### src/rtl/psn_pkg.sv
// Shared types and constants for the nearest palette color search block.
package psn_pkg;

    // Controller states
    typedef enum logic [2:0] {
        ST_IDLE,
        ST_WRAP,
        ST_FETCH,
        ST_SCAN,
        ST_DRAIN,
        ST_DONE
    } t_state;

    // Request kinds carried on tuser
    typedef enum logic [1:0] {
        CMD_WRITE  = 2'd0,
        CMD_DIRECT = 2'd1,
        CMD_SHADE  = 2'd2,
        CMD_NONE   = 2'd3
    } t_cmd;

    // Per-cycle control seen by every palette cell
    typedef struct packed {
        logic shift;
        logic load;
    } t_cell_ctl;

    localparam int COLOR_W = 24;
    localparam int SQ_W    = 16;
    localparam int DIST_W  = 18;

    localparam logic [7:0] SHADE_FADE_START = 8'd224;
    localparam logic [7:0] FULL_LEVEL       = 8'd255;
    localparam int         FADE_SHIFT       = 5;

endpackage

### src/rtl/psn_dist.sv
// Distance stage: squared per-channel differences between an entry and the query color.
module psn_dist (
    input  logic                         i_clk,
    input  logic [psn_pkg::COLOR_W-1:0]  i_entry,
    input  logic [7:0]                   i_red,
    input  logic [7:0]                   i_green,
    input  logic [7:0]                   i_blue,
    output logic [psn_pkg::SQ_W-1:0]     o_sq_red,
    output logic [psn_pkg::SQ_W-1:0]     o_sq_green,
    output logic [psn_pkg::SQ_W-1:0]     o_sq_blue
);
    import psn_pkg::*;

    logic [7:0]      w_dr, w_dg, w_db;
    logic [SQ_W-1:0] r_sq_red, r_sq_green, r_sq_blue;

    // absolute differences
    always_comb begin
        w_dr = (i_red   > i_entry[23:16]) ? i_red   - i_entry[23:16] : i_entry[23:16] - i_red;
        w_dg = (i_green > i_entry[15:8])  ? i_green - i_entry[15:8]  : i_entry[15:8]  - i_green;
        w_db = (i_blue  > i_entry[7:0])   ? i_blue  - i_entry[7:0]   : i_entry[7:0]   - i_blue;
    end

    // 8x8 squares, registered
    always_ff @(posedge i_clk) begin
        r_sq_red   <= SQ_W'(w_dr) * SQ_W'(w_dr);
        r_sq_green <= SQ_W'(w_dg) * SQ_W'(w_dg);
        r_sq_blue  <= SQ_W'(w_db) * SQ_W'(w_db);
    end

    assign o_sq_red   = r_sq_red;
    assign o_sq_green = r_sq_green;
    assign o_sq_blue  = r_sq_blue;

endmodule

### config.mk
export PLATFORM = sky130hd
export DESIGN_NAME = psn_dist
export DESIGN_NICKNAME = d
export VERILOG_FILES = /design/src/rtl/psn_pkg.sv /design/src/rtl/psn_dist.sv
export SDC_FILE = /design/constraint.sdc
export NUM_CORES = 1
export LEC_CHECK = 0
export ABC_AREA = 1
export BUFFER_PORTS_ARGS = -buffer_cell sky130_fd_sc_hd__buf_2
export CAP_MARGIN = 20
export CORE_UTILIZATION = 55
export DETAILED_ROUTE_END_ITERATION = 7
export PLACE_DENSITY = 0.76
export REMOVE_ABC_BUFFERS = 1
export SLEW_MARGIN = 25
export SYNTH_ARGS = -nofsm -noshare
export SYNTH_HDL_FRONTEND = slang
export SYNTH_SLANG_ARGS = --single-unit
### constraint.sdc
create_clock -name i_clk -period 5.9 [get_ports i_clk]
set_input_delay 0.59 -clock i_clk [delete_from_list [all_inputs] [get_ports i_clk]]
set_output_delay 0.59 -clock i_clk [all_outputs]
set_load 0.02 [all_outputs]
==> impl_results.md, run 1 <==
- Placed cells: 1382
- Count of yosys warnings during synthesis: 0
- Total count of max-transition violations in the final report: 0
- Die height: 124 um
- Layout area overhead: 10.8%
- Final net count: 1466
- Die width: 124 um
- Maximum clock path buffer count: 2
- Detailed-route vias per instance: 4.86
- Clock tree from TritonCTS: built
- Met1 Use GR: 0.278
- Mean post-synth cell area: 7.48 sq um
- Largest cells by area after synthesis: ha_1 (20%), fa_1 (19%), dfxtp_1 (11%)
- DR DRC count: 0
- Standard cell with the maximum stage delay on the critical path: fa_1
- Critical path class: in2reg
- Core utilization of the finished layout: 0.627
- Input/output buffers: 93
- Status: finished, final reports clean
- Crit path largest cell delay: 0.54 ns
- Element type at the critical path end: flip-flop
- Dominant synthesized flop cell: dfxtp_1
- DIE AREA: 15400 sq um
- Number of max-cap violations: 0
- Busiest layer in global routing: met2
- Library cell with the highest instance count after synthesis: inv_1
- Fmax: 181 MHz
- Critical Path RT: 6.10 ns
- Largest net degree at the start of global routing: 18
- Design area: 9110 sq um
- Instance count of the mapped netlist: 1099
- Sum of negative setup slack: 0 ns
- Share of layout cells above drive strength 1: 0.158
- Post-synthesis instance area: 8220 sq um
- Number of H-tree levels: 2
- Grt met3 use: 0.0305
- Final HPWL DP: 13600 um
- Number of buffers inserted for hold repair after clock tree synthesis: 0
- Total number of placement rows: 44
- Final period util: 0.937
- Clock buffer count from CTS: 5
- Clock slew seen by the registers of the worst setup and hold paths: 0.07 ns
- Violation count after the first detailed-route iteration: 256
- Register bit total from synthesis: 45
- Top fanout value on the critical path: 8
- Wire length of the first global-routing pass: 27900 um
- Drt wl/cell: 11.2 um
- Buffers inserted during post-CTS setup optimization: 0
- Detailed Routing Iterations Pass 1: 5
- Data arrival time of the worst path: 5.73 ns
- Initial standard-cell utilization of the core: 0.566
- Sequential area share after synthesis: 0.110
- Delay-heaviest family, CP: adder cells
- Layout Cells excl Fill: 1390
- Global placer's final weighted congestion: 0.860
- Unrepaired setup endpoints after global routing: yes
- Diode insertion count for antenna repair: 0
- Std-Cell Core Area: 14500 sq um
- CTS root buffer: clkbuf_16
- Clock sink total: 45
- FFs w/ async S/R, synth: 0
- Most area-hungry cell type in the Yosys netlist: ha_1
- Most prevalent standard cell on the critical path: inv_1
- Num ports: 97
- Grt total ovfl: 0
- Routed wire length: 15500 um
- Share of Yosys cell area claimed by the top area cell type: 0.202
- Top cells by count, synth: inv_1 (236), nand2_1 (209), ha_1 (133), nor2_1 (93), fa_1 (79)
- Final Hold Violating Endpoints: 0
- Area of placed instances: 8950 sq um
- Post-layout min period: 5.53 ns
- Element type at the critical path start: input pin
- GRT Total Usage: 0.214
- Critical path buffers and inverters: 11
- Total via count in the routed design: 6754
- Met2 global-route usage: 0.376
- Vias in the first global route: 6613
- Number of antenna violations at the first check in global routing: 0
- Synth cell types: 40
- Final setup violating endpoints: 0
- CTS-repair resized insts: 0
- ANT nets after route: 0
- Count of flip-flops with a built-in enable after synthesis: 0
- Classification of the worst-slack hold path: in2reg
[kinds of logic (layout without fill, tap and decap cells)]
| group | Yosys count | in the layout | share of synthesized area |
|---|---|---|---|
| XOR/XNOR | 70 | 70 | 0.0746 |
| adder cells (fa/ha/maj) | 212 | 212 | 0.395 |
| buffers and inverters | 265 | 370 | 0.130 |
| flip-flops | 45 | 45 | 0.110 |
| other | 1 | 3 | 0.000456 |
| multiplexers | 1 | 1 | 0.00122 |
| AO/OA/AOI/OAI | 97 | 97 | 0.0644 |
| AND/OR/NAND/NOR | 408 | 408 | 0.225 |
[flip-flops by register name (all words and copies together), names as in the netlist]
register	flops
o_sq_blue	15
o_sq_red	15
o_sq_green	15
[area by class of cell]
type | instances | area [sq um]
multi-input combinational | 791 | 6270
fill | 1333 | 5420
inverter | 249 | 947
sequential | 45 | 901
timing repair buffer | 113 | 616
tap | 184 | 230
clock buffer | 5 | 125
clock inverter | 3 | 28.8
[per-layer routing]
layer	wire length, um	part of all wire
met1	7550	0.49
met2	7360	0.47
met3	414	0.027
met4	183	0.012
met5	0	0
[placed cells by master (no fill, tap or decap), types with 40 or more instances in the layout]
| cell | synthesis | final |
|---|---|---|
| inv_1 | 236 | 235 |
| a21oi_1 | 58 | 56 |
| nand2_1 | 209 | 209 |
| nor2_1 | 93 | 92 |
| fa_1 | 79 | 79 |
| nand3_1 | 43 | 43 |
| dfxtp_1 | 45 | 45 |
| buf_2 | 1 | 93 |
| xor2_1 | 40 | 40 |
| ha_1 | 133 | 133 |
[through the flow]
step	setup WS [ns]	hold WS [ns]
finish	0.370	0.845
global route	-0.0495	0.877
detailed placement	0.000808	1.00
global placement	0.134	1.01
CTS	0.316	0.833
floorplan	0.447	0.929
[worst paths after layout]
check | slack, ns | from | cells past startpoint | end
setup / recovery | 0.37 | i_green[0] | 32 | o_sq_green[15]$_DFF_P_
hold / removal | 0.84 | i_green[0] | 3 | o_sq_green[0]$_DFF_P_
[tightest hold or removal path, delay by kind of cell]
family                   cells  cell delay [ns]
adder cells (fa/ha/maj)      1             0.29
buffers and inverters        2             0.20
Power of run 1 is not shown: default switching activity piles up to over one toggle a cycle in this logic, so the estimate is an artifact.
==> inputs of run 2 (changes only) <==
- CELL_PAD_IN_SITES_DETAIL_PLACEMENT: unset -> 1
- CELL_PAD_IN_SITES_GLOBAL_PLACEMENT: unset -> 2
- CORE_UTILIZATION: 55 -> 35
- PLACE_DENSITY: 0.76 -> unset
- PLACE_DENSITY_LB_ADDON: unset -> 0.1
==> run 2 against run 1 <==
Against the previous run:
- critical path depth shrank 2
- sequential cell count unchanged
- critical endpoint is now o_sq_green[12]$_DFF_P_
- non-clock buffer count is 25 higher
- via count grew 1.3%
- clock-buffer cell count stayed put
- first-iteration DRC count down 39%
- maximum frequency rose by 1.2%
- routed wire length increased by 24%
==> impl_results.md, run 2 (synthesis gave the netlist of run 1 again) <==
- Grt total ovfl: 0
- Crit path largest cell delay: 0.54 ns
- Element type at the critical path start: input pin
- Total via count in the routed design: 6840
- Final HPWL DP: 17100 um
- Input/output buffers: 93
- Violation count after the first detailed-route iteration: 155
- Largest net degree at the start of global routing: 17
- Final net count: 1491
- Std-Cell Core Area: 22800 sq um
- Layout area overhead: 15.2%
- Unrepaired setup endpoints after global routing: yes
- DIE AREA: 24100 sq um
- Initial standard-cell utilization of the core: 0.360
- Critical path class: in2reg
- Detailed Routing Iterations Pass 1: 4
- Post-layout min period: 5.46 ns
- Clock tree from TritonCTS: built
- Detailed-route vias per instance: 4.43
- Commonest non-fill, non-tap cell in the layout: inv_1
- Die width: 155 um
- Number of antenna violations at the first check in global routing: 0
- Classification of the worst-slack hold path: in2reg
- CP startpoint: i_green[0]
- Element type at the critical path end: flip-flop
- Critical path destination: o_sq_green[12]$_DFF_P_
- Share of layout cells above drive strength 1: 0.176
- Vias in the first global route: 7169
- CTS root buffer: clkbuf_16
- Clock slew seen by the registers of the worst setup and hold paths: 0.08 ns
- Diode insertion count for antenna repair: 0
- Final period util: 0.926
- DR DRC count: 0
- Clock sink total: 45
- GRT Total Usage: 0.172
- Global placer's final weighted congestion: 0.778
- Total number of placement rows: 55
- Most prevalent standard cell on the critical path: inv_1
- Total count of max-transition violations in the final report: 0
- Critical Path RT: 6.09 ns
- Wire length of the first global-routing pass: 33400 um
- Drt wl/cell: 12.4 um
- Standard cell with the maximum stage delay on the critical path: fa_1
- Final setup violating endpoints: 0
- Clock buffer count from CTS: 5
- Status: finished, final reports clean
- Number of H-tree levels: 2
- Data arrival time of the worst path: 5.66 ns
- Final Hold Violating Endpoints: 0
- ANT nets after route: 0
- Leading cell types in the layout, fill and taps excluded: inv_1 (236), nand2_1 (209), ha_1 (133), nor2_1 (93), buf_2 (93)
- Num ports: 97
- Number of buffers inserted for hold repair after clock tree synthesis: 0
- Number of max-cap violations: 0
- Routed wire length: 19200 um
- Fmax: 183 MHz
- Top fanout value on the critical path: 8
- Die height: 155 um
- Sum of negative setup slack: 0 ns
- Maximum clock path buffer count: 2
## run 2: final cells by class
class	instances	area (sq um)
inverters	249	947
flip-flops and latches	45	901
multi-input cells	791	6280
fillers	2904	13400
repair buffers	138	803
clock buffers	5	125
well taps	313	392
clock inverters	3	25.0
## run 2: layer usage
metal  wire length [um]  GRT usage
met1               9250      0.219
met2               9380      0.313
met3                349     0.0184
met4                172     0.0359
met5                  0          0
## run 2: worst min-delay path by stage
stage / cells after the start / to / from
detailed placement: 1 / o_sq_blue[0] / o_sq_blue[0]$_DFF_P_
floorplan: 0 / o_sq_blue[0] / o_sq_blue[0]$_DFF_P_
global route: 4 / o_sq_red[0]$_DFF_P_ / i_red[0]
global placement: 1 / o_sq_blue[2] / o_sq_blue[2]$_DFF_P_
CTS: 4 / o_sq_red[0]$_DFF_P_ / i_red[0]
finish: 4 / o_sq_red[0]$_DFF_P_ / i_red[0]
## run 2: metrics by stage
step	setup WS [ns]	utilization	hold slack [ns]	std cells	cell area [sq um]
floorplan	0.447	-	0.929	1085	8110
global placement	0.107	0.407	1.01	1535	9290
detailed placement	-0.0381	0.407	1.01	1535	9290
CTS	0.295	0.413	0.801	1543	9440
global route	-0.0107	0.415	0.826	1544	9470
finish	0.437	0.415	0.807	1544	9470
## run 2: worst max-delay path, delay by kind of cell
kind	cells	cell delay [ns]
buffers and inverters	10	0.72
and+or+nand+nor	8	0.65
xor gates and xnor gates	1	0.15
adders and majority gates	7	2.99
AOI/OAI and AO/OA	4	0.56
## run 2: timing repair
item	CTS	global route
setup endpoints to repair	0	3
buffers inserted	0	1
gates resized for setup	0	6
Power of run 2 is left out for the same reason.
==> inputs of run 3 (changes only) <==
- CORE_UTILIZATION: 35 -> 36
- CTS_BUF_LIST: unset -> sky130_fd_sc_hd__clkbuf_4
==> run 3 against run 2 <==
Against the previous run:
- final cell count fell by 1.6%
- non-clock buffer count increased by 7
- clock-buffer cell count did not move
- hold slack got worse by 0.13 ns
- sequential share of layout area grew 0.096 points
- via count is 2.1% higher
- first-iteration DRC count is 23% higher
==> impl_results.md, run 3 (synthesis gave the netlist of run 1 again) <==
- Status: finished, final reports clean
- Detailed-route vias per instance: 4.60
- Worst-case setup slack after placement: -0.0236 ns
- Total number of placement rows: 54
- Input/output buffers: 93
- Most prevalent standard cell on the critical path: inv_1
- Number of antenna violations at the first check in global routing: 1
- Element type at the critical path end: flip-flop
- Clock sink total: 45
- Total count of max-transition violations in the final report: 0
- Layout area overhead: 14.0%
- DIE AREA: 23500 sq um
- Share of layout cells above drive strength 1: 0.177
- Number of H-tree levels: 2
- Number of buffers inserted for hold repair after clock tree synthesis: 0
- Clock slew seen by the registers of the worst setup and hold paths: 0.17 ns
- Die height: 153 um
- Crit path setup slack, layout: 0.470 ns
- Smallest hold slack: 0.674 ns
- Crit path largest cell delay: 0.54 ns
- Fmax: 184 MHz
- Area of placed instances: 9310 sq um
- Final HPWL DP: 17300 um
- Final net count: 1498
- Clock tree from TritonCTS: built
- Sum of negative setup slack: 0 ns
- Commonest non-fill, non-tap cell in the layout: inv_1
- Design area: 9380 sq um
- DR DRC count: 0
- Critical path class: in2reg
- Wire length of the first global-routing pass: 34100 um
- Critical Path RT: 6.22 ns
- Element type at the critical path start: input pin
- Clock buffer count from CTS: 5
- Total via count in the routed design: 6983
- Post-layout min period: 5.43 ns
- Largest net degree at the start of global routing: 17
- Violation count after the first detailed-route iteration: 191
- GRT Total Usage: 0.177
- Vias in the first global route: 7418
- Maximum clock path buffer count: 2
- Standard cell with the maximum stage delay on the critical path: fa_1
- Num ports: 97
- Global placer's final weighted congestion: 0.792
- Leading cell types in the layout, fill and taps excluded: inv_1 (236), nand2_1 (209), ha_1 (133), nor2_1 (93), buf_2 (93)
- Drt wl/cell: 12.7 um
- Die width: 153 um
- Grt total ovfl: 0
- Final period util: 0.920
- Number of max-cap violations: 0
- Initial standard-cell utilization of the core: 0.372
- Routed wire length: 19300 um
- Final Hold Violating Endpoints: 0
- Buffers inserted during post-CTS setup optimization: 0
- Detailed Routing Iterations Pass 1: 6
- Final setup violating endpoints: 0
- ANT nets after route: 0
- Unrepaired setup endpoints after global routing: no
- Data arrival time of the worst path: 5.75 ns
- CTS-repair resized insts: 0
- Classification of the worst-slack hold path: in2reg
- CTS root buffer: clkbuf_4
- Std-Cell Core Area: 22100 sq um
- Top fanout value on the critical path: 8
run 3: changes by cell type in the layout (fill, tap and decap cells not counted), sizes merged:
cell   before  now
buf       138  145
diode       0    1
run 3: final timing paths:
path | start | end | slack [ns] | cells after the start
setup / recovery | i_green[0] | o_sq_green[12]$_DFF_P_ | 0.47 | 30
hold / removal | i_red[0] | o_sq_red[0]$_DFF_P_ | 0.67 | 4
run 3: layout make-up:
| class | count | area [sq um] |
|---|---|---|
| Inverter | 249 | 947 |
| Clock inverter | 3 | 25.0 |
| Sequential cell | 45 | 901 |
| Antenna cell | 1 | 2.50 |
| Timing Repair Buffer | 145 | 856 |
| Fill cell | 2881 | 12700 |
| Tap cell | 280 | 350 |
| Clock buffer | 5 | 37.5 |
| Multi-Input combinational cell | 791 | 6260 |
run 3: critical path, delay by kind of cell:
| family | cells | cell delay (ns) |
|---|---|---|
| compound gates | 4 | 0.63 |
| simple gates | 8 | 0.68 |
| fa+ha+maj | 7 | 2.97 |
| buf+inv | 10 | 0.71 |
| xor+xnor | 1 | 0.16 |
run 3: metal layers:
layer	GRT usage	vias up	wire, um
met5	0	-	0
met3	0.0156	11	300
met1	0.225	3291	9260
met4	0.0361	0	187
li1	-	3613	-
met2	0.325	68	9520
run 3: metrics by stage:
| stage | instances | utilization |
|---|---|---|
| 3_3_place_gp | 1510 | 0.421 |
| 5_1_grt | 1519 | 0.424 |
| 4_1_cts | 1518 | 0.424 |
| 3_5_place_dp | 1510 | 0.421 |
| 2_1_floorplan | 1085 | - |
| 6_report | 1519 | 0.424 |
Power of run 3 is left out for the same reason.
