**src/rtl/psn_pkg.sv**
```systemverilog
// Shared types and constants for the nearest palette color search block.
package psn_pkg;

    // Controller states
    typedef enum logic [2:0] {
        ST_IDLE,
        ST_WRAP,
        ST_FETCH,
        ST_SCAN,
        ST_DRAIN,
        ST_DONE
    } t_state;

    // Request kinds carried on tuser
    typedef enum logic [1:0] {
        CMD_WRITE  = 2'd0,
        CMD_DIRECT = 2'd1,
        CMD_SHADE  = 2'd2,
        CMD_NONE   = 2'd3
    } t_cmd;

    // Per-cycle control seen by every palette cell
    typedef struct packed {
        logic shift;
        logic load;
    } t_cell_ctl;

    localparam int COLOR_W = 24;
    localparam int SQ_W    = 16;
    localparam int DIST_W  = 18;

    localparam logic [7:0] SHADE_FADE_START = 8'd224;
    localparam logic [7:0] FULL_LEVEL       = 8'd255;
    localparam int         FADE_SHIFT       = 5;

endpackage

```
**src/rtl/psn_cell.sv**
```systemverilog
// One palette cell: holds an RGB entry and passes it to its neighbor while the ring turns.
module psn_cell (
    input  logic                         i_clk,
    input  logic                         i_rst_n,
    input  psn_pkg::t_cell_ctl           i_ctl,
    input  logic                         i_sel,
    input  logic [psn_pkg::COLOR_W-1:0]  i_wdata,
    input  logic [psn_pkg::COLOR_W-1:0]  i_next,
    output logic [psn_pkg::COLOR_W-1:0]  o_entry
);
    import psn_pkg::*;

    logic [COLOR_W-1:0] r_entry;
    logic [COLOR_W-1:0] n_entry;

    // rotate, write, or hold
    always_comb begin
        n_entry = r_entry;
        if (i_ctl.shift) begin
            n_entry = i_next;
        end else if (i_ctl.load && i_sel) begin
            n_entry = i_wdata;
        end
    end

    always_ff @(posedge i_clk) begin
        if (!i_rst_n) begin
            r_entry <= '0;
        end else begin
            r_entry <= n_entry;
        end
    end

    assign o_entry = r_entry;

endmodule

```
**config.mk**
```make
export PLATFORM = sky130hd
export DESIGN_NAME = psn_cell
export DESIGN_NICKNAME = d
export VERILOG_FILES = /design/src/rtl/psn_pkg.sv /design/src/rtl/psn_cell.sv
export SDC_FILE = /design/constraint.sdc
export NUM_CORES = 1
export LEC_CHECK = 0
export BUFFER_PORTS_ARGS = -buffer_cell sky130_fd_sc_hd__clkbuf_2
export CORE_MARGIN = 10
export CORE_UTILIZATION = 35
export CTS_CLUSTER_SIZE = 14
export DETAILED_ROUTE_END_ITERATION = 7
export MAX_ROUTING_LAYER = met4
export PLACE_DENSITY = 0.66
export SYNTH_ARGS = -nofsm -noshare
export SYNTH_HDL_FRONTEND = slang
export SYNTH_SLANG_ARGS = --single-unit
```
**constraint.sdc**
```tcl
create_clock -name i_clk -period 1 [get_ports i_clk]
set_input_delay 0.1 -clock i_clk [delete_from_list [all_inputs] [get_ports i_clk]]
set_output_delay 0.1 -clock i_clk [all_outputs]
set_load 0.005 [all_outputs]
```
==> summary.md, run 1 <==
The run finished with clean final reports. The worst slew margin relative to its limit is 89.6%. The number of synthesized register bits was 24; the number of nets in the finished design was 261. The growth of design area from synthesis to finish was 38.1%; the total DRC errors in the routed layout was 0.

The run gives 0 as the number of buffers added to fix hold violations after cts. The path type of the worst min-delay path is input port to register. Total power for the finished layout comes to 2.13 mW.

The placed instance area was 1790 sq um. The largest total area in the synthesized netlist belongs to dfxtp_1. Based on the critical path, the design can be clocked at up to 1150 MHz. For this configuration, the core starts out at a cell density of 36.3%. The share of flip-flops with an asynchronous set or reset is 0%, and the number of failing hold endpoints at the final stage is 0. The share of the clock period used by the worst path is 87.0%.

The number of clock sinks seen by CTS is 24, and the via count of the first global-routing pass is 1,328. The cell sitting at the root of the clock tree is a clkbuf_8. The worst path needs 870 ps of the cycle, external delays included. The floorplan has 22 rows. The type of the worst setup path is register to register. The tools report the area of all placed cells without fillers as 1830 sq um.

Sorting the synthesized cells by area gives the leading types as dfxtp_1, o311a_1, a21boi_1, nand2b_1, and3_1. The kind of end point of the critical path is a register. Summing the sequential cell areas from Yosys gives 36.2% of the chip area. TritonCTS built the clock tree. The number of iterations in the first detailed-routing pass was 4; the share of power burned in the clock network was 26.3%. The total of max-cap violations is 0, and the chip width is 81.6 microns. The worst-case IR drop observed on VDD is 1040 uV. The floorplan step defined a die boundary enclosing 6660 sq um. The required time of the worst setup path is 1160 ps. After synthesis the cells add up to 1330 sq um.

The max-slew violation count is 0. The worst setup path is launched from a register. The number of CTS-inserted buffers was 3. Setup violations remaining at the end of the flow were counted as 0.

Synthesis produced a netlist whose cell count is 137. Combinational logic burns 24.0% of the power. Synthesis instantiated 11 different standard cells from the library. Using the TritonRoute via totals, the vias-per-cell ratio works out to 5.11.

Global routing finished with a remaining overflow of 0. In the synthesized netlist the dominant register cell turns out to be dfxtp_1. For this design the top-level I/O count stands at 77. Measured on the finished design, the core utilization comes to 50.1%. Summed over all cells, the static leakage comes to 0.985 nW. In this run the most critical hold path is launched from i_next[8]. The total area inside the core boundary comes to 3660 sq um.

Entering global routing, the biggest net connects 30 pins. The fraction of layout cells with a size suffix above 1 was 45.6%. At the worst endpoint, the arrival time is 1030 ps. The register with the most flip-flops in the layout has 24 of them. Of the post-synthesis cell area, the dominant cell type holds 36.2%. The number of synthesis warnings is 0, and the internal cell power is 1.60 mW.

The mean area per synthesized cell is 9.69 sq um, and the largest clock skew in the final design is 0 ps. The tools report the filler cell count as 362. The net switching share of the total power is 25.0%, and the net count after synthesis is 190. For the pin with the worst max-slew slack, the measured transition is 155 ps. The critical path starts at o_entry[10]$_SDFFE_PN0P_. Number of setup buffers added after CTS: 0. The initial antenna violation count was 0; the number of antenna-violating nets in the routed design was 0. The startpoint identified for the worst register-to-register timing path is o_entry[10]$_SDFFE_PN0P_. During placement, the flow inserted port buffers numbering 76. After detailed routing, the average wire length per cell comes to 14.8 microns.

Routability-driven placement finished with a final weighted congestion of 0.758. The logs give 0 for the number of antenna cells inserted and 260 ps for the later-pin clock latency in the skew report. Setup repair after global routing left no endpoint under its margin. Prior to clock tree synthesis, the placed netlist has a worst setup slack of -8.91 ps. The tools report the number of levels the H-tree was split into as 1. For this block, the initial DRC count from the detailed router was 64. The commonest cells after synthesis are dfxtp_1, nand2b_1, o311a_1, a21boi_1, and3_1. For the part of the power in registers, the log shows 49.8%. Gates resized during post-CTS repair numbered 0. Across all setup checks in the final design, the least slack found is 130 ps.

The run gives 532 uW as the net switching power figure. Clock-pin slew was measured on the worst setup and hold paths at 80 ps. The run gives 2 as the maximum buffer depth of the clock tree. The number of vias in the routed layout is 1,298. Counting flops with a built-in enable in the synthesized netlist gives 0. For this design the ratio of total power to cell area is 1160 nW/um^2. For the placed wire-length estimate, the log shows 2910 microns. For this block, the routed nets add up to 3770 microns of wire.

In the global route stage, overall resource usage came out at 11.4%. The first global-routing pass estimated 6080 microns of wire. The floorplan step set the die height to 81.6 microns. Along the worst path, the maximum fanout reaches 2.
-- worst paths after layout --
check,end,slack (ps),cells after the start
setup reg to reg,o_entry[10]$_SDFFE_PN0P_,130,2
setup / recovery,o_entry[10]$_SDFFE_PN0P_,130,2
hold reg to reg,o_entry[8]$_SDFFE_PN0P_,670,2
hold / removal,o_entry[8]$_SDFFE_PN0P_,160,3
-- layer usage --
metal / vias to the layer above / track usage (%) / part of all wire [%] / wire length (microns)
li1: 657 / - / - / -
met4: 0 / 1.53 / 0.24 / 9
met5: - / - / 0 / 0
met3: 2 / 5.24 / 9.4 / 356
met1: 591 / 14.6 / 49 / 1850
met2: 48 / 16.5 / 41 / 1560
-- worst max-delay path, cell delays in order, from the launching register on --
cell	delay, ps
dfxtp_1	320
a21boi_1	120
o311a_1	320
-- cells by family (layout without fill, tap and decap cells) --
group | Yosys count | count (layout) | synth area share, %
buffers and inverters | 17 | 86 | 8.76
AO/OA/AOI/OAI | 48 | 48 | 31.7
flip-flops | 24 | 24 | 36.2
AND/OR/NAND/NOR | 48 | 48 | 23.4
-- layout make-up --
type                       instances  area, sq um  share of cell area [%]
multi-input combinational         96          731                    39.9
timing repair buffer              83          520                    28.4
sequential                        24          480                    26.2
tap                               48         60.1                    3.28
clock buffer                       3         41.3                    2.25
-- cells in the final DEF, fill, tap and decap left out --
cell type  count
buf_12         7
a21boi_0       4
nand2b_1      24
clkbuf_8       3
o311a_1       24
dfxtp_1       24
clkbuf_2      76
and3_1        16
a21boi_1      20
and3_2         8
-- metrics by stage --
step / TNS [ps] / hold WS [ps] / std cells
3_5_place_dp: -13.8 / 438 / 251
6_report: 0 / 165 / 254
5_1_grt: 0 / 166 / 254
3_3_place_gp: 0 / 435 / 251
4_1_cts: 0 / 160 / 254
2_1_floorplan: 0 / 231 / 137
-- power groups by stage --
stage	sequential (mW)	clock, mW	combinational [mW]
2_1_floorplan	1.09	0	0.268
3_3_place_gp	1.08	0	0.519
3_5_place_dp	1.08	0	0.517
4_1_cts	1.06	0.584	0.520
5_1_grt	1.07	0.628	0.569
6_report	1.06	0.560	0.510
(Power assumes the default switching activity.)
==> run 2: changes to the inputs <==
--- a/config.mk
+++ b/config.mk
@@ -5,13 +5,13 @@
 export SDC_FILE = /design/constraint.sdc
 export NUM_CORES = 1
 export LEC_CHECK = 0
-export BUFFER_PORTS_ARGS = -buffer_cell sky130_fd_sc_hd__clkbuf_2
+export BUFFER_PORTS_ARGS = -buffer_cell sky130_fd_sc_hd__buf_2
 export CORE_MARGIN = 10
 export CORE_UTILIZATION = 35
 export CTS_CLUSTER_SIZE = 14
 export DETAILED_ROUTE_END_ITERATION = 7
 export MAX_ROUTING_LAYER = met4
-export PLACE_DENSITY = 0.66
+export PLACE_DENSITY = 0.69
 export SYNTH_ARGS = -nofsm -noshare
 export SYNTH_HDL_FRONTEND = slang
 export SYNTH_SLANG_ARGS = --single-unit
==> constraint.sdc (replaced) <==
create_clock -name i_clk -period 0.8 [get_ports i_clk]
set_input_delay 0.08 -clock i_clk [delete_from_list [all_inputs] [get_ports i_clk]]
set_output_delay 0.08 -clock i_clk [all_outputs]
set_load 0.005 [all_outputs]
==> run 2 against run 1 <==
  * The run now ends with setup timing left
  * Die area did not move
  * Largest power group unchanged
  * Register-to-register slack got worse by 240 ps
  * Sequential share of layout area fell by 1.5 points
==> summary.md, run 2 (synthesized netlist as in run 1, its figures left out) <==
The run finished, with violations left. The checks that failed: setup timing. The run gives 36.3% as the starting utilization of the core area. The core region is 3660 sq um. The aggregate global routing overflow is 0, and the count of buffers inserted at the top-level ports is 76. The tools report the worst endpoint data arrival time as 1070 ps. Across all register-to-register paths, the minimum setup slack is -110 ps. The tools report the sum of negative setup slack as -1540 ps. The detail route stage leaves a number of antenna-violating nets equal to 0. The tools report the max-slew violation count as 0. The final layout contains routed wiring with a total length of 4350 microns. The tool flagged a number of max-cap violations equal to 0. The logs give 0 for the number of setup buffers added after CTS and 746 sq um for the multi-input gate area in the final layout. Setup violations remaining at the end of the flow were counted as 31.

The tools report the clock tree root driver cell as clkbuf_8. The number of levels the H-tree was split into is 1. Entering global routing, the biggest net connects 30 pins. The post-route minimum period was 909 ps. After routing the design area is 2070 sq um. 77 I/O pins were placed. The worst setup path is captured at a register. The run gives 1,429 as the via count of the first global-routing pass. The path type of the worst min-delay path is input port to register. After clock tree synthesis, the flow added hold-fix buffers numbering 0. For the maximum buffer depth of the clock tree, the log shows 2. The signal on the critical path passes through a21boi_2, o311a_1. The first global-routing pass estimated 6910 microns of wire. For this run, the slowest stage of the critical path takes 330 ps.

The largest clock skew in the final design is 0 ps, and the chip width is 81.6 microns. The tools report the required time of the worst setup path as 960 ps. The tools report the worst reg2reg path startpoint as o_entry[0]$_SDFFE_PN0P_.

The per-cell routed wire length was 16.5 microns. Static timing analysis puts the maximum clock frequency at 1100 MHz. For this block, the initial DRC count from the detailed router was 143. For this design the static power due to leakage is 1.06 nW.

For the worst flop-to-flop path, the logic depth is 2. For this run, the post-layout net count is 270. The combined flip-flop and latch cell area was 510 sq um; the number of iterations in the first detailed-routing pass was 4.

The worst setup path is launched from a register. TritonCTS built the clock tree. The cell with the biggest individual delay on the critical path is dfxtp_2.

The tools report the number of clock sinks seen by CTS as 24. The worst register-to-register path ends at o_entry[0]$_SDFFE_PN0P_. The transition time at the pin with the least slew margin works out to 474 ps. The worst vdd rail ir drop was 932 uV. Destination of the worst hold path: o_entry[1]$_SDFFE_PN0P_. In the final layout, the share of cells above drive strength 1 is 60.2%. The final route contains 1,356 vias.

Cell area power density: 1440 nW/um^2. In this run the worst path has a maximum fanout of 2. Across every metal layer, demand over resource in global routing totals 13.3%. Using the TritonRoute via totals, the vias-per-cell ratio works out to 5.14. The slack of the critical path is -109 ps, and the flip-flop count of the largest register after layout is 24.

Initial antenna violation count: 0. For the number of failing hold endpoints at the final stage, the log shows 0. The worst slew margin relative to its limit was 68.4%; the share of the clock period used by the worst path was 114%. The total DRC errors in the routed layout is 0. The tools report the area of the die as 6660 sq um. At the later pin of the worst-skew pair, clock insertion delay measures 260 ps.

The floorplan step set the die height to 81.6 microns. Setup repair after global routing could not meet its margin everywhere. The type of the worst setup path is register to register. Counting the buffers created by CTS gives 3.

The worst hold path was traced through 3 stages. The number of standard cells in the final layout excluding fillers is 264, and the routability congestion estimate is 0.684. The placed instance area is 1830 sq um, and the core utilization of the finished layout is 56.5%. From synthesis to final layout, the design area changed by 55.7%. The layout has 352 filler cells.

The tightest hold path in the finished design has a slack of 137 ps. The library cells used most frequently in the layout, excluding fill and tap cells, are buf_2, buf_6, nand2b_1, o311a_1, dfxtp_2. The worst hold path begins at i_next[1]. Most common cell after layout, fill and taps aside: buf_2.

The wire-length estimate of the detail-placed layout is 3090 microns. Clock-pin slew was measured on the worst setup and hold paths at 90 ps. The placement row count is 22. The repair_antennas step left the layout with diodes totalling 0.

In this run, placement finished with an instance count of 260.
## run 2: cell types whose count changed in the layout (fill, tap and decap cells not counted), sizes merged
cell    previous run  this run
buf                7        92
clkbuf            79         4
## run 2: per-stage QoR
step	setup WS [ps]	power, mW
finish	-109	2.97
global route	-132	3.15
CTS	-96.0	2.93
detailed placement	-206	2.03
global placement	-194	2.02
floorplan	-44.1	1.70
## run 2: cell type report
type | count | area share, %
Multi-Input combinational cell | 96 | 36.1
Timing Repair Buffer | 92 | 33.7
Clock buffer | 4 | 2.66
Sequential cell | 24 | 24.7
Tap cell | 48 | 2.91
## run 2: routing by layer
metal,GRT usage [%],part of all wire [%],up-vias
li1,-,-,674
met1,16.5,44,637
met2,20.3,49,43
met3,3.93,6.2,2
met4,4.08,0.67,0
met5,-,0,-
## run 2: worst max-delay path, delay by kind of cell (launching register included)
kind / cells / cell delay, ps
AOI/OAI and AO/OA: 2 / 470
DFF: 1 / 330
## run 2: worst max-delay path by stage
stage | start | slack, ps | cells after the start | endpoint
2_1_floorplan | o_entry[16]$_SDFFE_PN0P_ | -40 | 2 | o_entry[16]$_SDFFE_PN0P_
3_3_place_gp | i_sel | -190 | 4 | o_entry[2]$_SDFFE_PN0P_
3_5_place_dp | i_ctl[0] | -210 | 4 | o_entry[0]$_SDFFE_PN0P_
4_1_cts | o_entry[8]$_SDFFE_PN0P_ | -100 | 2 | o_entry[8]
5_1_grt | o_entry[0]$_SDFFE_PN0P_ | -130 | 2 | o_entry[0]
6_report | o_entry[0]$_SDFFE_PN0P_ | -110 | 2 | o_entry[0]$_SDFFE_PN0P_
## run 2: power breakdown
part / total, mW / internal [mW] / switching [mW] / leakage (nW)
logic: 0.786 / 0.492 / 0.294 / 0.826
clock network: 0.824 / 0.439 / 0.385 / 0.0288
registers: 1.36 / 1.30 / 0.0553 / 0.206
total: 2.97 / 2.23 / 0.734 / 1.06
## run 2: what timing repair did
| item | in CTS | in global routing |
|---|---|---|
| pin swaps | 16 | 1 |
| setup endpoints to repair | 40 | 48 |
| resized for setup | 41 | 15 |
==> run 3: changes to the inputs <==
--- a/config.mk
+++ b/config.mk
@@ -7,11 +7,11 @@
 export LEC_CHECK = 0
 export BUFFER_PORTS_ARGS = -buffer_cell sky130_fd_sc_hd__buf_2
 export CORE_MARGIN = 10
-export CORE_UTILIZATION = 35
+export CORE_UTILIZATION = 43
 export CTS_CLUSTER_SIZE = 14
 export DETAILED_ROUTE_END_ITERATION = 7
 export MAX_ROUTING_LAYER = met4
-export PLACE_DENSITY = 0.69
+export PLACE_DENSITY = 0.79
 export SYNTH_ARGS = -nofsm -noshare
 export SYNTH_HDL_FRONTEND = slang
 export SYNTH_SLANG_ARGS = --single-unit
==> constraint.sdc (replaced) <==
create_clock -name i_clk -period 1 [get_ports i_clk]
set_input_delay 0.1 -clock i_clk [delete_from_list [all_inputs] [get_ports i_clk]]
set_output_delay 0.1 -clock i_clk [all_outputs]
set_load 0.005 [all_outputs]
==> run 3 against run 2 <==
  * The run now ends clean
  * Global-route usage rose by 0.87 points
  * Clock skew unchanged
  * Power is 23% lower
  * Combinational power is 34% lower
  * Critical path depth fell by 1
  * Sequential power is 22% lower
  * First-iteration DRC count shrank 29%
  * Critical path type is now register to output pin
==> summary.md, run 3 (synthesized netlist as in run 1, its figures left out) <==
The number of antenna-violating nets in the routed design came out at 0. The logs give 0.989 nW for the static leakage power and 0 for the final-report setup violation count. The family with the most delay on the worst path is flip-flops. During placement, the flow inserted port buffers numbering 76.

The highest net fanout along the worst path came out at 2. The area inside the core boundary is 3000 sq um, and the number of DRC markers in iteration 0 is 101. The critical path goes through buf_2. Across the run, the number of max-cap violations was 0. The pre-antenna-repair detailed-routing pass consisted of 4 iterations. The flow ran to the end, and the final reports show no timing, DRC or antenna violations.

The number of gates resized after CTS was 0. At the worst endpoint, the required time is 900 ps. The chip width came out at 75.6 microns. Setup repair after global routing left no endpoint under its margin. Overall fraction of global-route tracks in use: 14.2%. Count of buffering cells on the critical path with inverters included: 1. Starting utilization of the core area: 44.2%.

The cell with the biggest individual delay on the critical path was dfxtp_1. Global routing finished with a remaining overflow of 0. The post-route minimum period was 899 ps.

In this run the worst hold path is classified as input port to register. The placed wire-length estimate was 2900 microns; the sum of negative setup slack was 0 ps. The logs give 1 for the number of levels the H-tree was split into and 2 for the maximum buffer depth of the clock tree.

TritonCTS built the clock tree. The worst-case IR drop observed on VDD is 676 uV. The area of the die was 5710 sq um. Measured against its own limit, the worst slew margin works out to 88.3%. In this run the power density over the cells is 1250 nW/um^2. The ratio of routed vias to standard cells was 5.45. The startpoint class of the critical path was a register. Clock skew on the completed layout was measured at 0 ps.

The critical path depth is 1. The number of buffers added to fix hold violations after cts came out at 0. Including well taps, the total number of placed cells is 236. The clock-pin slew of the registers on the worst-case setup and hold paths is 150 ps, and the total wirelength of the detailed-routed design is 3820 microns. Type of the worst setup path: register to output pin. The length in cells of the worst reg-to-reg path was 2; the via count of the first global-routing pass was 1,385.

The fraction of layout cells with a size suffix above 1 is 45.9%, and the max-slew violation count is 0. The number of failing hold endpoints at the final stage was 0; the number of setup buffers added after CTS was 0. The congestion estimate from routability-driven global placement came to 0.676. The slack of the worst reg-to-reg path came out at 120 ps. Clock tree synthesis found a total of 24 sinks. The tools report the worst reg2reg path startpoint as o_entry[19]$_SDFFE_PN0P_. The maximum number of pins on one net before global-route repair came out at 31. The clock reaches the later pin of the worst-skew pair after 320 ps. The per-cell routed wire length works out to 15.9 microns. In the routed design, unresolved DRC markers number 0. Leaving out fill and tap cells, the most frequent cells in the layout are buf_2, nand2b_1, o311a_1, dfxtp_1, a21boi_1. The tools report the startpoint of the tightest hold check path as i_next[22]. On the worst path, the slowest cell contributes a delay of 360 ps. The clock tree root driver cell is clkbuf_4.

The first global-routing pass estimated 6290 microns of wire. At the pin with the least slew margin, the transition time is 174 ps. STA classifies the critical path endpoint as an output pin. The share of the clock period used by the worst path came out at 89.9%. Most common cell after layout, fill and taps aside: buf_2. For the number of CTS-inserted buffers, the log shows 3. The tools report the worst flop-to-flop path endpoint as o_entry[19]$_SDFFE_PN0P_. The register with the most flip-flops in the layout has 24 of them.

Once layout is complete, the cells apart from fillers number 240. The die boundary height works out to 75.6 microns. The run gives 800 ps as the worst endpoint data arrival time.

The run gives 261 as the number of nets in the finished design. Tracing the worst setup path back leads to its startpoint at o_entry[2]$_SDFFE_PN0P_. The tools report the I/O pin count as 77. The run gives 1110 MHz as the highest achievable clock rate. The floorplan has 20 rows.

The tools report the number of antenna cells inserted as 0. The growth of design area from synthesis to finish is 37.5%. The critical path ends at o_entry[2]. The number of vias in the routed layout is 1,309. The initial antenna violation count is 0.
## run 3: per-stage QoR
step	util [%]	total power [mW]	area (sq um)	setup slack, ps	hold slack [ps]
finish	60.8	2.29	1830	101	91.2
global route	60.8	2.40	1830	38.0	96.0
CTS	60.8	2.31	1830	82.7	83.5
detailed placement	59.0	1.60	1770	0.616	435
global placement	59.0	1.60	1770	18.7	435
floorplan	-	1.35	1330	137	231
## run 3: worst min path at each step
stage,slack (ps),cells past startpoint,end
finish,90,3,o_entry[22]$_SDFFE_PN0P_
global route,100,3,o_entry[20]$_SDFFE_PN0P_
floorplan,230,1,o_entry[20]$_SDFFE_PN0P_
detailed placement,430,3,o_entry[17]$_SDFFE_PN0P_
global placement,440,3,o_entry[1]$_SDFFE_PN0P_
CTS,80,3,o_entry[22]$_SDFFE_PN0P_
## run 3: cell type report
cell class	count	area, sq um
clock buffer	3	22.5
timing repair buffer	83	520
tap	33	41.3
multi-input combinational	96	731
fill	306	1180
clock inverter	1	30.0
sequential	24	480
## run 3: report_power, final
group	switching (mW)	internal [mW]	total (mW)
combinational	0.213	0.303	0.516
clock	0.309	0.405	0.714
sequential	0.0294	1.03	1.06
## run 3: worst register-to-register path, stage by stage, from the launching register on
cell      delay [ps]
dfxtp_1          340
a21boi_1         120
o311a_1          330
## run 3: routing by layer
metal	part of all wire [%]	global-route usage [%]	wire, microns
met1	48	17.2	1810
met5	0	-	0
met2	43	21.6	1650
met4	0.50	4.74	19
met3	8.7	4.56	333
